[src/hw/rtl/bdgf_pkg.sv]
// Shared types and constants for the bitmap diagonal gap filler.
// No dependencies; the interfaces and all modules use it.
package bdgf_pkg;

    localparam int MAX_ROW_WIDTH  = 64;
    localparam int ROW_WIDTH_W    = 7;
    localparam int OUT_FIFO_DEPTH = 4;
    localparam int OUT_PTR_W      = $clog2(OUT_FIFO_DEPTH);
    localparam int OUT_CNT_W      = $clog2(OUT_FIFO_DEPTH + 1);

    typedef logic [MAX_ROW_WIDTH-1:0] t_row;
    typedef logic [ROW_WIDTH_W-1:0]   t_row_width;

    typedef struct packed {
        t_row pixels;
        logic last;
    } t_out_item;

    // Up to two result items written to the output queue in one cycle, in order.
    typedef struct packed {
        logic      v0;
        t_out_item d0;
        logic      v1;
        t_out_item d1;
    } t_push;

endpackage

[src/hw/rtl/bdgf_row_if.sv]
// Input row channel: valid/ready handshake with a pixel row and end-of-frame flag.
// Depends on bdgf_pkg.
interface bdgf_row_if;
    logic          valid;
    logic          ready;
    bdgf_pkg::t_row row_pixels;
    logic          end_of_frame;

    modport source (output valid, output row_pixels, output end_of_frame, input ready);
    modport sink   (input valid, input row_pixels, input end_of_frame, output ready);
endinterface

[src/hw/rtl/bdgf_out_if.sv]
// Output row channel: valid/ready handshake with a smoothed row and frame-last flag.
// Depends on bdgf_pkg.
interface bdgf_out_if;
    logic          valid;
    logic          ready;
    bdgf_pkg::t_row out_pixels;
    logic          frame_last;

    modport source (output valid, output out_pixels, output frame_last, input ready);
    modport sink   (input valid, input out_pixels, input frame_last, output ready);
endinterface

[src/hw/rtl/bdgf_window.sv]
// Diagonal fill logic for one pair of adjacent rows, all windows in parallel.
// Depends on bdgf_pkg.
module bdgf_window (
    input  bdgf_pkg::t_row       i_top,
    input  bdgf_pkg::t_row       i_bot,
    input  bdgf_pkg::t_row_width i_row_width,
    output bdgf_pkg::t_row       o_top_add,
    output bdgf_pkg::t_row       o_bot_add
);

    bdgf_pkg::t_row_width w_sat;
    bdgf_pkg::t_row       mask;
    bdgf_pkg::t_row       top_right;
    bdgf_pkg::t_row       bot_right;
    bdgf_pkg::t_row       rising;
    bdgf_pkg::t_row       falling;

    assign w_sat = (i_row_width > bdgf_pkg::t_row_width'(bdgf_pkg::MAX_ROW_WIDTH))
                 ? bdgf_pkg::t_row_width'(bdgf_pkg::MAX_ROW_WIDTH) : i_row_width;

    // bit p is the left pixel of a window for p in 1 .. width-1
    always_comb begin
        for (int i = 0; i < bdgf_pkg::MAX_ROW_WIDTH; i++) begin
            mask[i] = (i >= 1) && (bdgf_pkg::t_row_width'(i) < w_sat);
        end
    end

    assign top_right = i_top << 1;
    assign bot_right = i_bot << 1;
    assign rising    = top_right & i_bot & ~i_top & ~bot_right & mask;
    assign falling   = i_top & bot_right & ~top_right & ~i_bot & mask;
    assign o_top_add = rising | (falling >> 1);
    assign o_bot_add = (rising >> 1) | falling;

endmodule

[src/hw/rtl/bdgf_out_fifo.sv]
// Small result queue: takes up to two items a cycle, drives the output channel.
// Depends on bdgf_pkg and bdgf_out_if.
module bdgf_out_fifo (
    input  logic                i_clk,
    input  logic                i_rst_n,
    input  bdgf_pkg::t_push     i_push,
    output logic                o_room2,
    bdgf_out_if.source          o_out
);

    bdgf_pkg::t_out_item                     r_mem [bdgf_pkg::OUT_FIFO_DEPTH];
    logic [bdgf_pkg::OUT_PTR_W-1:0]          r_wp, n_wp;
    logic [bdgf_pkg::OUT_PTR_W-1:0]          r_rp, n_rp;
    logic [bdgf_pkg::OUT_CNT_W-1:0]          r_count, n_count;
    logic [1:0]                              nwr;
    logic                                    pop;
    logic [bdgf_pkg::OUT_PTR_W-1:0]          wp1;

    assign nwr  = {1'b0, i_push.v0} + {1'b0, i_push.v1};
    assign pop  = o_out.valid && o_out.ready;
    assign wp1  = r_wp + bdgf_pkg::OUT_PTR_W'(1);

    assign o_out.valid      = (r_count != '0);
    assign o_out.out_pixels = r_mem[r_rp].pixels;
    assign o_out.frame_last = r_mem[r_rp].last;
    assign o_room2 = (r_count <= bdgf_pkg::OUT_CNT_W'(bdgf_pkg::OUT_FIFO_DEPTH - 2));

    always_comb begin
        n_wp    = r_wp + bdgf_pkg::OUT_PTR_W'(nwr);
        n_rp    = pop ? r_rp + bdgf_pkg::OUT_PTR_W'(1) : r_rp;
        n_count = r_count + bdgf_pkg::OUT_CNT_W'(nwr) - bdgf_pkg::OUT_CNT_W'(pop);
    end

    always_ff @(posedge i_clk) begin
        if (!i_rst_n) begin
            r_wp    <= '0;
            r_rp    <= '0;
            r_count <= '0;
        end else begin
            r_wp    <= n_wp;
            r_rp    <= n_rp;
            r_count <= n_count;
        end
    end

    // payload storage, compacted in order
    always_ff @(posedge i_clk) begin
        if (i_push.v0) begin
            r_mem[r_wp] <= i_push.d0;
            if (i_push.v1) begin
                r_mem[wp1] <= i_push.d1;
            end
        end else if (i_push.v1) begin
            r_mem[r_wp] <= i_push.d1;
        end
    end

    a_no_overflow: assert property (@(posedge i_clk) disable iff (!i_rst_n)
        r_count <= bdgf_pkg::OUT_CNT_W'(bdgf_pkg::OUT_FIFO_DEPTH))
        else $error("result queue overflow");

    a_push_has_room: assert property (@(posedge i_clk) disable iff (!i_rst_n)
        (i_push.v0 || i_push.v1) |-> o_room2)
        else $error("push without room for two items");

    a_pop_only: assert property (@(posedge i_clk) disable iff (!i_rst_n)
        (pop && !i_push.v0 && !i_push.v1) |=> r_count == $past(r_count) - 1'b1)
        else $error("count did not drop on pop");

endmodule

[src/hw/rtl/bitmap_diagonal_gap_fill.sv]
// Top level of the bitmap diagonal gap filler.
// Depends on bdgf_pkg, bdgf_row_if, bdgf_out_if, bdgf_window, bdgf_out_fifo.

// Smooths a one-bit bitmap streamed one row per item (pixel x at bit
// row_width-1-x). In every 2x2 window of two adjacent rows where exactly one
// diagonal is set and the other is clear, the clear diagonal is filled; all
// decisions read original pixels only. Each row leaves one item later, once
// the row below it has arrived; a row flagged end_of_frame leaves right after
// the held row, with frame_last set, and the frame restarts, so that item
// gives two results when a row is held. Bits above row_width pass unchanged;
// widths above 64 act as 64. Rate: one row accepted per cycle while the input
// register can advance. An accepted row waits in the input register, then the
// window logic writes its results into a four-entry result queue; the input
// register advances only while the queue has room for two items.
// row_width is written through i_cfg_we / i_cfg_wdata; the user must write it
// only while the block is idle, and the block itself does not enforce this.
module bitmap_diagonal_gap_fill (
    input  logic                  i_clk,
    input  logic                  i_rst_n,
    input  logic                  i_cfg_we,
    input  bdgf_pkg::t_row_width  i_cfg_wdata,
    bdgf_row_if.sink              i_row,
    bdgf_out_if.source            o_row
);

    // configuration
    bdgf_pkg::t_row_width r_row_width;

    // input register
    logic           r_s1_valid;
    bdgf_pkg::t_row r_s1_pixels;
    logic           r_s1_eof;

    // frame state: the row waiting for its lower neighbor
    logic           r_pending;
    bdgf_pkg::t_row r_held_orig;
    bdgf_pkg::t_row r_held_smooth;

    bdgf_pkg::t_row  top_add;
    bdgf_pkg::t_row  bot_add;
    bdgf_pkg::t_row  cur_smooth;
    bdgf_pkg::t_push push;
    logic            room2;
    logic            s1_fire;
    logic            in_fire;

    assign s1_fire     = r_s1_valid && room2;
    assign i_row.ready = !r_s1_valid || s1_fire;
    assign in_fire     = i_row.valid && i_row.ready;

    always_ff @(posedge i_clk) begin
        if (!i_rst_n) begin
            r_row_width <= bdgf_pkg::t_row_width'(bdgf_pkg::MAX_ROW_WIDTH);
        end else if (i_cfg_we) begin
            r_row_width <= i_cfg_wdata;
        end
    end

    always_ff @(posedge i_clk) begin
        if (!i_rst_n) begin
            r_s1_valid <= 1'b0;
        end else if (i_row.ready) begin
            r_s1_valid <= i_row.valid;
        end
    end

    always_ff @(posedge i_clk) begin
        if (in_fire) begin
            r_s1_pixels <= i_row.row_pixels;
            r_s1_eof    <= i_row.end_of_frame;
        end
    end

    bdgf_window u_window (
        .i_top       (r_held_orig),
        .i_bot       (r_s1_pixels),
        .i_row_width (r_row_width),
        .o_top_add   (top_add),
        .o_bot_add   (bot_add)
    );

    // without a held row there is no window above the current one
    assign cur_smooth = r_pending ? (r_s1_pixels | bot_add) : r_s1_pixels;

    always_comb begin
        push.v0        = s1_fire && r_pending;
        push.d0.pixels = r_held_smooth | top_add;
        push.d0.last   = 1'b0;
        push.v1        = s1_fire && r_s1_eof;
        push.d1.pixels = cur_smooth;
        push.d1.last   = 1'b1;
    end

    // frame end flushes and clears; otherwise the current row becomes held
    always_ff @(posedge i_clk) begin
        if (!i_rst_n) begin
            r_pending <= 1'b0;
        end else if (s1_fire) begin
            r_pending <= !r_s1_eof;
        end
    end

    always_ff @(posedge i_clk) begin
        if (s1_fire && !r_s1_eof) begin
            r_held_orig   <= r_s1_pixels;
            r_held_smooth <= cur_smooth;
        end
    end

    bdgf_out_fifo u_out_fifo (
        .i_clk   (i_clk),
        .i_rst_n (i_rst_n),
        .i_push  (push),
        .o_room2 (room2),
        .o_out   (o_row)
    );

    a_s1_hold: assert property (@(posedge i_clk) disable iff (!i_rst_n)
        (r_s1_valid && !s1_fire) |=> (r_s1_valid && $stable(r_s1_pixels)
                                      && $stable(r_s1_eof)))
        else $error("stalled input row lost");

    a_eof_clears: assert property (@(posedge i_clk) disable iff (!i_rst_n)
        (s1_fire && r_s1_eof) |=> !r_pending)
        else $error("frame end did not clear held row");

    a_row_held: assert property (@(posedge i_clk) disable iff (!i_rst_n)
        (s1_fire && !r_s1_eof) |=> (r_pending && r_held_orig == $past(r_s1_pixels)))
        else $error("row not held for its lower neighbor");

endmodule

[src/flat_wrapper.sv]
// flat-port wrapper written by rule: the top's interface ports become plain ports
module bitmap_diagonal_gap_fill_flat 
  (i_clk, i_rst_n, i_cfg_we, i_cfg_wdata, i_row_valid, i_row_row_pixels, i_row_end_of_frame, i_row_ready, o_row_valid, o_row_out_pixels, o_row_frame_last, o_row_ready);
  bdgf_row_if i_row_i ();
  bdgf_out_if o_row_i ();
  input  logic i_clk;
  input  logic i_rst_n;
  input  logic i_cfg_we;
  input  bdgf_pkg::t_row_width i_cfg_wdata;
  input wire logic [$bits(i_row_i.valid)-1:0] i_row_valid;
  input wire logic [$bits(i_row_i.row_pixels)-1:0] i_row_row_pixels;
  input wire logic [$bits(i_row_i.end_of_frame)-1:0] i_row_end_of_frame;
  output wire logic [$bits(i_row_i.ready)-1:0] i_row_ready;
  output wire logic [$bits(o_row_i.valid)-1:0] o_row_valid;
  output wire logic [$bits(o_row_i.out_pixels)-1:0] o_row_out_pixels;
  output wire logic [$bits(o_row_i.frame_last)-1:0] o_row_frame_last;
  input wire logic [$bits(o_row_i.ready)-1:0] o_row_ready;
  assign i_row_i.valid = i_row_valid;
  assign i_row_i.row_pixels = i_row_row_pixels;
  assign i_row_i.end_of_frame = i_row_end_of_frame;
  assign i_row_ready = i_row_i.ready;
  assign o_row_valid = o_row_i.valid;
  assign o_row_out_pixels = o_row_i.out_pixels;
  assign o_row_frame_last = o_row_i.frame_last;
  assign o_row_i.ready = o_row_ready;
  bitmap_diagonal_gap_fill u_core (.i_clk(i_clk), .i_rst_n(i_rst_n), .i_cfg_we(i_cfg_we), .i_cfg_wdata(i_cfg_wdata), .i_row(i_row_i), .o_row(o_row_i));
endmodule
[config.mk]
export PLATFORM = sky130hd
export DESIGN_NAME = bitmap_diagonal_gap_fill_flat
export DESIGN_NICKNAME = d
export VERILOG_FILES = /design/src/hw/rtl/bdgf_pkg.sv /design/src/hw/rtl/bdgf_row_if.sv /design/src/hw/rtl/bdgf_out_if.sv /design/src/hw/rtl/bdgf_window.sv /design/src/hw/rtl/bdgf_out_fifo.sv /design/src/hw/rtl/bitmap_diagonal_gap_fill.sv /design/src/flat_wrapper.sv
export SDC_FILE = /design/constraint.sdc
export NUM_CORES = 1
export LEC_CHECK = 0
export ABC_AREA = 1
export BUFFER_PORTS_ARGS = -buffer_cell sky130_fd_sc_hd__buf_2
export CAP_MARGIN = 20
export CORE_MARGIN = 2
export CORE_UTILIZATION = 40
export DETAILED_ROUTE_END_ITERATION = 7
export GPL_TIMING_DRIVEN = 0
export PLACE_DENSITY_LB_ADDON = 0.3
export SKIP_CTS_REPAIR_TIMING = 1
export SYNTH_ARGS = -nofsm -noshare
export SYNTH_HDL_FRONTEND = slang
export SYNTH_SLANG_ARGS = --single-unit
[constraint.sdc]
create_clock -name i_clk -period 8 [get_ports i_clk]
set_input_delay 0.4 -clock i_clk [delete_from_list [all_inputs] [get_ports i_clk]]
set_output_delay 0.4 -clock i_clk [all_outputs]
set_load 0.02 [all_outputs]
# Word level (Yosys, flattened, before mapping)
# Memory sizes are Yosys's and may differ from the RTL's. A register that Yosys moved wholly into a read port is not among the register bits.
# Cells that the tools add are included.
# W data, S select, Z words.
# totals
reg_bits,209
mem_bits_rw,260
inputBits,77
out_inout_bits,67
elab_cells,121
mem_count,1
# classes
n_addsub,6
n_lt_le_gt_ge,65
n_mux,12
n_bitwise,17
n_reduce_logical,10
# memory_table
name,depth,width,rd,rd_clocked_by_memory_dff,write_ports,line,source
u_core.u_out_fifo.r_mem,4,65,1,1,2,bdgf_out_fifo.sv:11,bdgf_pkg::t_out_item r_mem [bdgf_pkg::OUT_FIFO_DEPTH];
# ops
op,count
$and A64 B64 Y64,8
$not A64 Y64,4
$lt A6 B7 Y1 const A,32
$or A64 B64 Y64,2
$lt A5 B7 Y1 const A,16
$mux W65,1
$mux W64,1
$or A63 B64 Y64,1
$or A64 B63 Y64,1
$lt A4 B7 Y1 const A,8
$lt A3 B7 Y1 const A,4
$lt A2 B7 Y1 const A,2
$gt A7 B7 Y1 const B,1
$lt A1 B7 Y1 const A,1
$mux W1,7
$mux W7,1
$logic_and A1 B1 Y1,6
$add A2 B1 Y2 const B,2
$mux W2,2
$add A3 B2 Y3,1
$le A3 B2 Y1 const B,1
$reduce_bool A3 Y1,1
$sub A3 B1 Y3,1
$add A1 B1 Y2,1
other kinds (4),5

# Logic depth before layout (Yosys ltp)
# depth
depth_word,8
ltp_mapped,16
depth_no_buf,16

# Hierarchy
# Synthesis repeated with hierarchy kept, for this count alone.
# hier_totals
cells_unflattened,2497
hier_area_um2,23317.4
# modules_own_cells
module,instances,cells_each,area_per_inst_um2,seq_area_each_um2
bdgf_out_fifo,1,1486,13530.5,7987.7
bitmap_diagonal_gap_fill,1,375,7063.0,5975.7
bdgf_window,1,636,2723.9,0.0

# Least setup slack after synthesis
# OpenSTA, ideal clock, no wires.
# synth_path
kind,register to register
startpoint,reg u_core.u_out_fifo.r_count[1] in the netlist's numbering
endpoint,reg u_core.r_held_orig[0] (enable)
setup_time_ps,617
arrival_ps,6016
required_time_ps,7383
path_slack_ps,1367
stages_incl_launch_ff,6
n_path_buf,0
period_less_slack_ps,6633
cell_sequence,dfxtp_1 a21oi_1 inv_1 nor2_1 inv_1 nor2_1
# synth_between
elab_chain_cells,3
# synth_lines
element,line,source
start: declaration,bdgf_out_fifo.sv:14,"logic [bdgf_pkg::OUT_CNT_W-1:0] r_count, n_count;"
start signal: assignment,bdgf_out_fifo.sv:42,r_count <= n_count;
$le A3 B2 Y1,bdgf_out_fifo.sv:26,assign o_room2 = (r_count <= bdgf_pkg::OUT_CNT_W'(bdgf_pkg::OUT_FIFO_DEPTH - 2));
$logic_and A1 B1 Y1,bitmap_diagonal_gap_fill.sv:47,assign s1_fire = r_s1_valid && room2;
$logic_and A1 B1 Y1,bitmap_diagonal_gap_fill.sv:104,if (s1_fire && !r_s1_eof) begin
end signal: assignment,bitmap_diagonal_gap_fill.sv:105,r_held_orig <= r_s1_pixels;
end: declaration,bitmap_diagonal_gap_fill.sv:36,bdgf_pkg::t_row r_held_orig;
# No other way between the ends.
# A chain may end at the register's enable or synchronous reset.

==> key figures <==
Min path
  • WHS Endpoint: u_core.r_row_width[6]
  • Min-Delay Path Class: in -> reg
  • Hold wc startpoint: i_cfg_we
  • Hold Crit Depth: 2

Critical path
  • CP max stage cell: clkbuf_1
  • Reg2reg path depth: 12
  • Critical Path Fanout Max: 10
  • Setup CP Type: reg -> out
  • R2R Path Start: u_core.u_out_fifo.r_count[1]
  • Worst R2R End: u_core.u_out_fifo.r_mem[0][24]
  • Required @ worst endpoint: 7.60 ns
  • Setup slack, reg-to-reg: 3.92 ns
  • CP Buf/Inv Count: 5
  • Crit-path leading delay family: buffers and inverters
  • Cell Chain, Critical Path: clkbuf_1 > inv_1 > clkbuf_1 > clkbuf_1 > nor2_1 > o22ai_1 > buf_2
  • Slowest stage delay, CP: 0.72 ns
  • Crit end category: output port
  • Crit start category: flop
  • Crit-path most repeated cell: clkbuf_1
  • Critical Path AT: 3.77 ns

Synth
  • FF+latch count, synth: 471
  • Async SR Flop Fraction: 0%
  • Synth Instances: 2583
  • Yosys warns: 0
  • Syn nets: 2668
  • Post-synth EDFFs: 449
  • Synth unique cells: 37
  • Post-Syn Area per Cell: 9.052 µm²
  • Post-synthesis sequential area ratio: 59.55%
  • Ys flop type: edfxtp_1
  • Synth Cell Area: 23380 µm²

Global routing
  • GR Overflow Total: 0
  • Vias in the first global route: 19710
  • Largest net degree at the start of global routing: 43
  • GRT Total Usage: 27.70%
  • Global-route wire length before repair: 123.3 mm
  • Initial antenna violation count: 0

Power
  • Overall power: 0.006941 W
  • Leakage dissipation: 11.37 nW
  • Pwr dens: 249.1 nW/µm²
  • Max IR drop VDD: 0.1703 mV

Detailed routing
  • TritonRoute pass-1 iters: 6
  • Final ANT Viol Nets: 0
  • DRC viols: 0
  • Highest Signal Layer: met4
  • Vias per cell: 5.806
  • Metal3 WL: 10.40 mm
  • First DRT Iteration DRCs: 3176
  • Total Wirelength: 85.65 mm
  • WL met2: 37.81 mm
  • Wire per inst: 23.31 µm
  • Via count: 21330
  • Post-route met1 wirelength: 33.35 mm

STA
  • Setup Skew: 0.02375 ns
  • Fmax: 239.6 MHz
  • Slew @ Worst Pin: 1.323 ns
  • RSZ-0062 raised after global routing: no
  • Final hold vios: 0
  • Max-slew violations: 0
  • Final cycle utilization of the critical path: 52.17%
  • Final setup violation count: 0
  • Min cycle time layout: 4.174 ns
  • Relative slew slack: 11.78%
  • Hold_ws: 0.02717 ns

Finish
  • N_diodes: 0
  • Final net count: 2953
  • Area Growth Syn to Fin: 19.15%
  • Post-route cell area: 27860 µm²
  • Layout cells sized above 1: 9.866%

Clock network
  • CTS tree: done
  • Worst-Skew Late Latency: 0.62 ns
  • CTS root buffer: clkbuf_16
  • Clock Sinks: 471
  • Clock-pin slew on the worst setup and hold paths: 0.06 ns
  • CTS Buf Count: 51
  • CTS max path bufs: 3
  • H-tree depth: 2

Flow run
  • Number of max-cap violations: 0

Floorplan
  • Die area: 60400 µm²
  • IO Count: 144
  • Core Box Area: 57700 µm²
  • Die X: 245.8 µm
  • Die Y: 245.8 µm
  • Site row count: 88
  • Starting Density: 40.53%

Placement
  • Post-DP Area: 25490 µm²
  • Hpwl dp: 58.27 mm
  • Buffers on Ports: 143
  • Final weighted congestion in routability-driven placement: 0.9373

Status
  • Status: complete, no violations
final cells by class:
cell class              instances  area (µm²)
multi-input cells            1804        8322
clock buffers                  70        1430
repair buffers                232        1770
flip-flops and latches        471       13920
clock inverters                24       264.0
fillers                      5408       29840
well taps                     765       957.2
inverters                     187       704.4
plain buffers                 121       486.7
worst max-delay path by stage:
| stage | end | from | slack, ns | depth (start not counted) |
|---|---|---|---|---|
| floorplan | u_core.r_held_orig[0] | u_core.u_out_fifo.r_count[1] | 1.37 | 5 |
| global placement | u_core.r_held_smooth[23] | u_core.u_out_fifo.r_count[1] | -2.00 | 5 |
| detailed placement | u_core.u_out_fifo.r_mem[0][41] | u_core.u_out_fifo.r_count[1] | 4.06 | 12 |
| CTS | o_row_out_pixels[2] | flop | 3.92 | 7 |
| global route | o_row_out_pixels[2] | flop | 3.64 | 7 |
| finish | o_row_out_pixels[2] | flop | 3.83 | 7 |
report_power, final:
group / internal, W / total [W] / switching (W)
Combinational: 0.000400 / 0.00154 / 0.00114
Clock: 0.00144 / 0.00243 / 0.000996
Sequential: 0.00288 / 0.00297 / 0.0000869
per-stage QoR:
stage                     setup WS, ns  utilization [%]  cells  TNS [ns]
after floorplan                  1.367                -   2583         0
after global placement          -2.003            43.42   3491   -254.40
after detailed placement         4.063            44.18   3513         0
after CTS                        3.916            47.12   3607         0
after global routing             3.641            48.28   3674         0
final                            3.826            48.28   3674         0
cell families (layout without fill, tap and decap cells):
| logic type | Yosys count | count (layout) | share of synthesized area [%] |
|---|---|---|---|
| simple gates | 1417 | 1417 | 26.08 |
| flops | 471 | 471 | 59.55 |
| compound gates | 377 | 377 | 8.739 |
| xor+xnor | 2 | 2 | 0.07493 |
| buf+inv | 308 | 634 | 5.094 |
| fa+ha+maj | 8 | 8 | 0.4602 |
layout by cell type (no fill, tap or decap), types with 53 or more instances in the layout:
cell | Yosys | final
buf_2 | 8 | 152
clkbuf_1 | 98 | 111
clkbuf_16 | 0 | 53
dlygate4sd3_1 | 0 | 65
edfxtp_1 | 449 | 449
inv_1 | 182 | 182
nand2_1 | 578 | 574
nand3_1 | 459 | 459
nor2_1 | 305 | 303
o21ai_0 | 220 | 220
o22ai_1 | 73 | 73
worst register-to-register path: cells and delay by family, from the launching register on:
| family | cells | cell delay (ns) |
|---|---|---|
| compound gates | 1 | 0.20 |
| flops | 1 | 0.32 |
| buf+inv | 6 | 1.32 |
| simple gates | 4 | 1.68 |
| fa+ha+maj | 1 | 0.20 |
registers in the layout (all words and copies together), names as in the netlist, named ones only:
register and count:
u_core.r_pending 1, u_core.u_out_fifo.r_wp 2, u_core.r_s1_valid 1, u_core.u_out_fifo.r_mem 260, u_core.r_s1_eof 1, u_core.u_out_fifo.r_count 3, u_core.r_row_width 7, u_core.r_held_smooth 64
u_core.r_held_orig 64, u_core.r_s1_pixels 64, u_core.u_out_fifo.r_rp 2
cells in the mapped netlist, types with 4 or more instances:
cell type / count / area (µm²)
a21oi_1: 50 / 250.2
buf_1: 11 / 41.29
buf_2: 8 / 40.04
clkbuf_1: 98 / 367.9
dfxtp_1: 22 / 440.4
edfxtp_1: 449 / 13480
ha_1: 7 / 87.58
inv_1: 182 / 683.2
inv_2: 4 / 15.01
nand2_1: 578 / 2170
nand2_2: 4 / 25.02
nand3_1: 459 / 2297
nand3b_1: 7 / 52.55
nand4_1: 20 / 125.1
nor2_1: 305 / 1145
nor2_2: 5 / 31.28
nor3_1: 20 / 100.1
nor3_2: 4 / 40.04
nor4_1: 9 / 56.30
o211ai_1: 7 / 52.55
o21ai_0: 220 / 1101
o21ai_1: 20 / 100.1
o22ai_1: 73 / 456.7
layer usage:
layer / vias to the layer above / GRT usage, %
met5: - / 0
met4: 0 / 12.66
met3: 236 / 5.871
met2: 1390 / 42.58
met1: 10080 / 37.55
li1: 9630 / -
No activity file was read; power rests on OpenSTA's default activity.
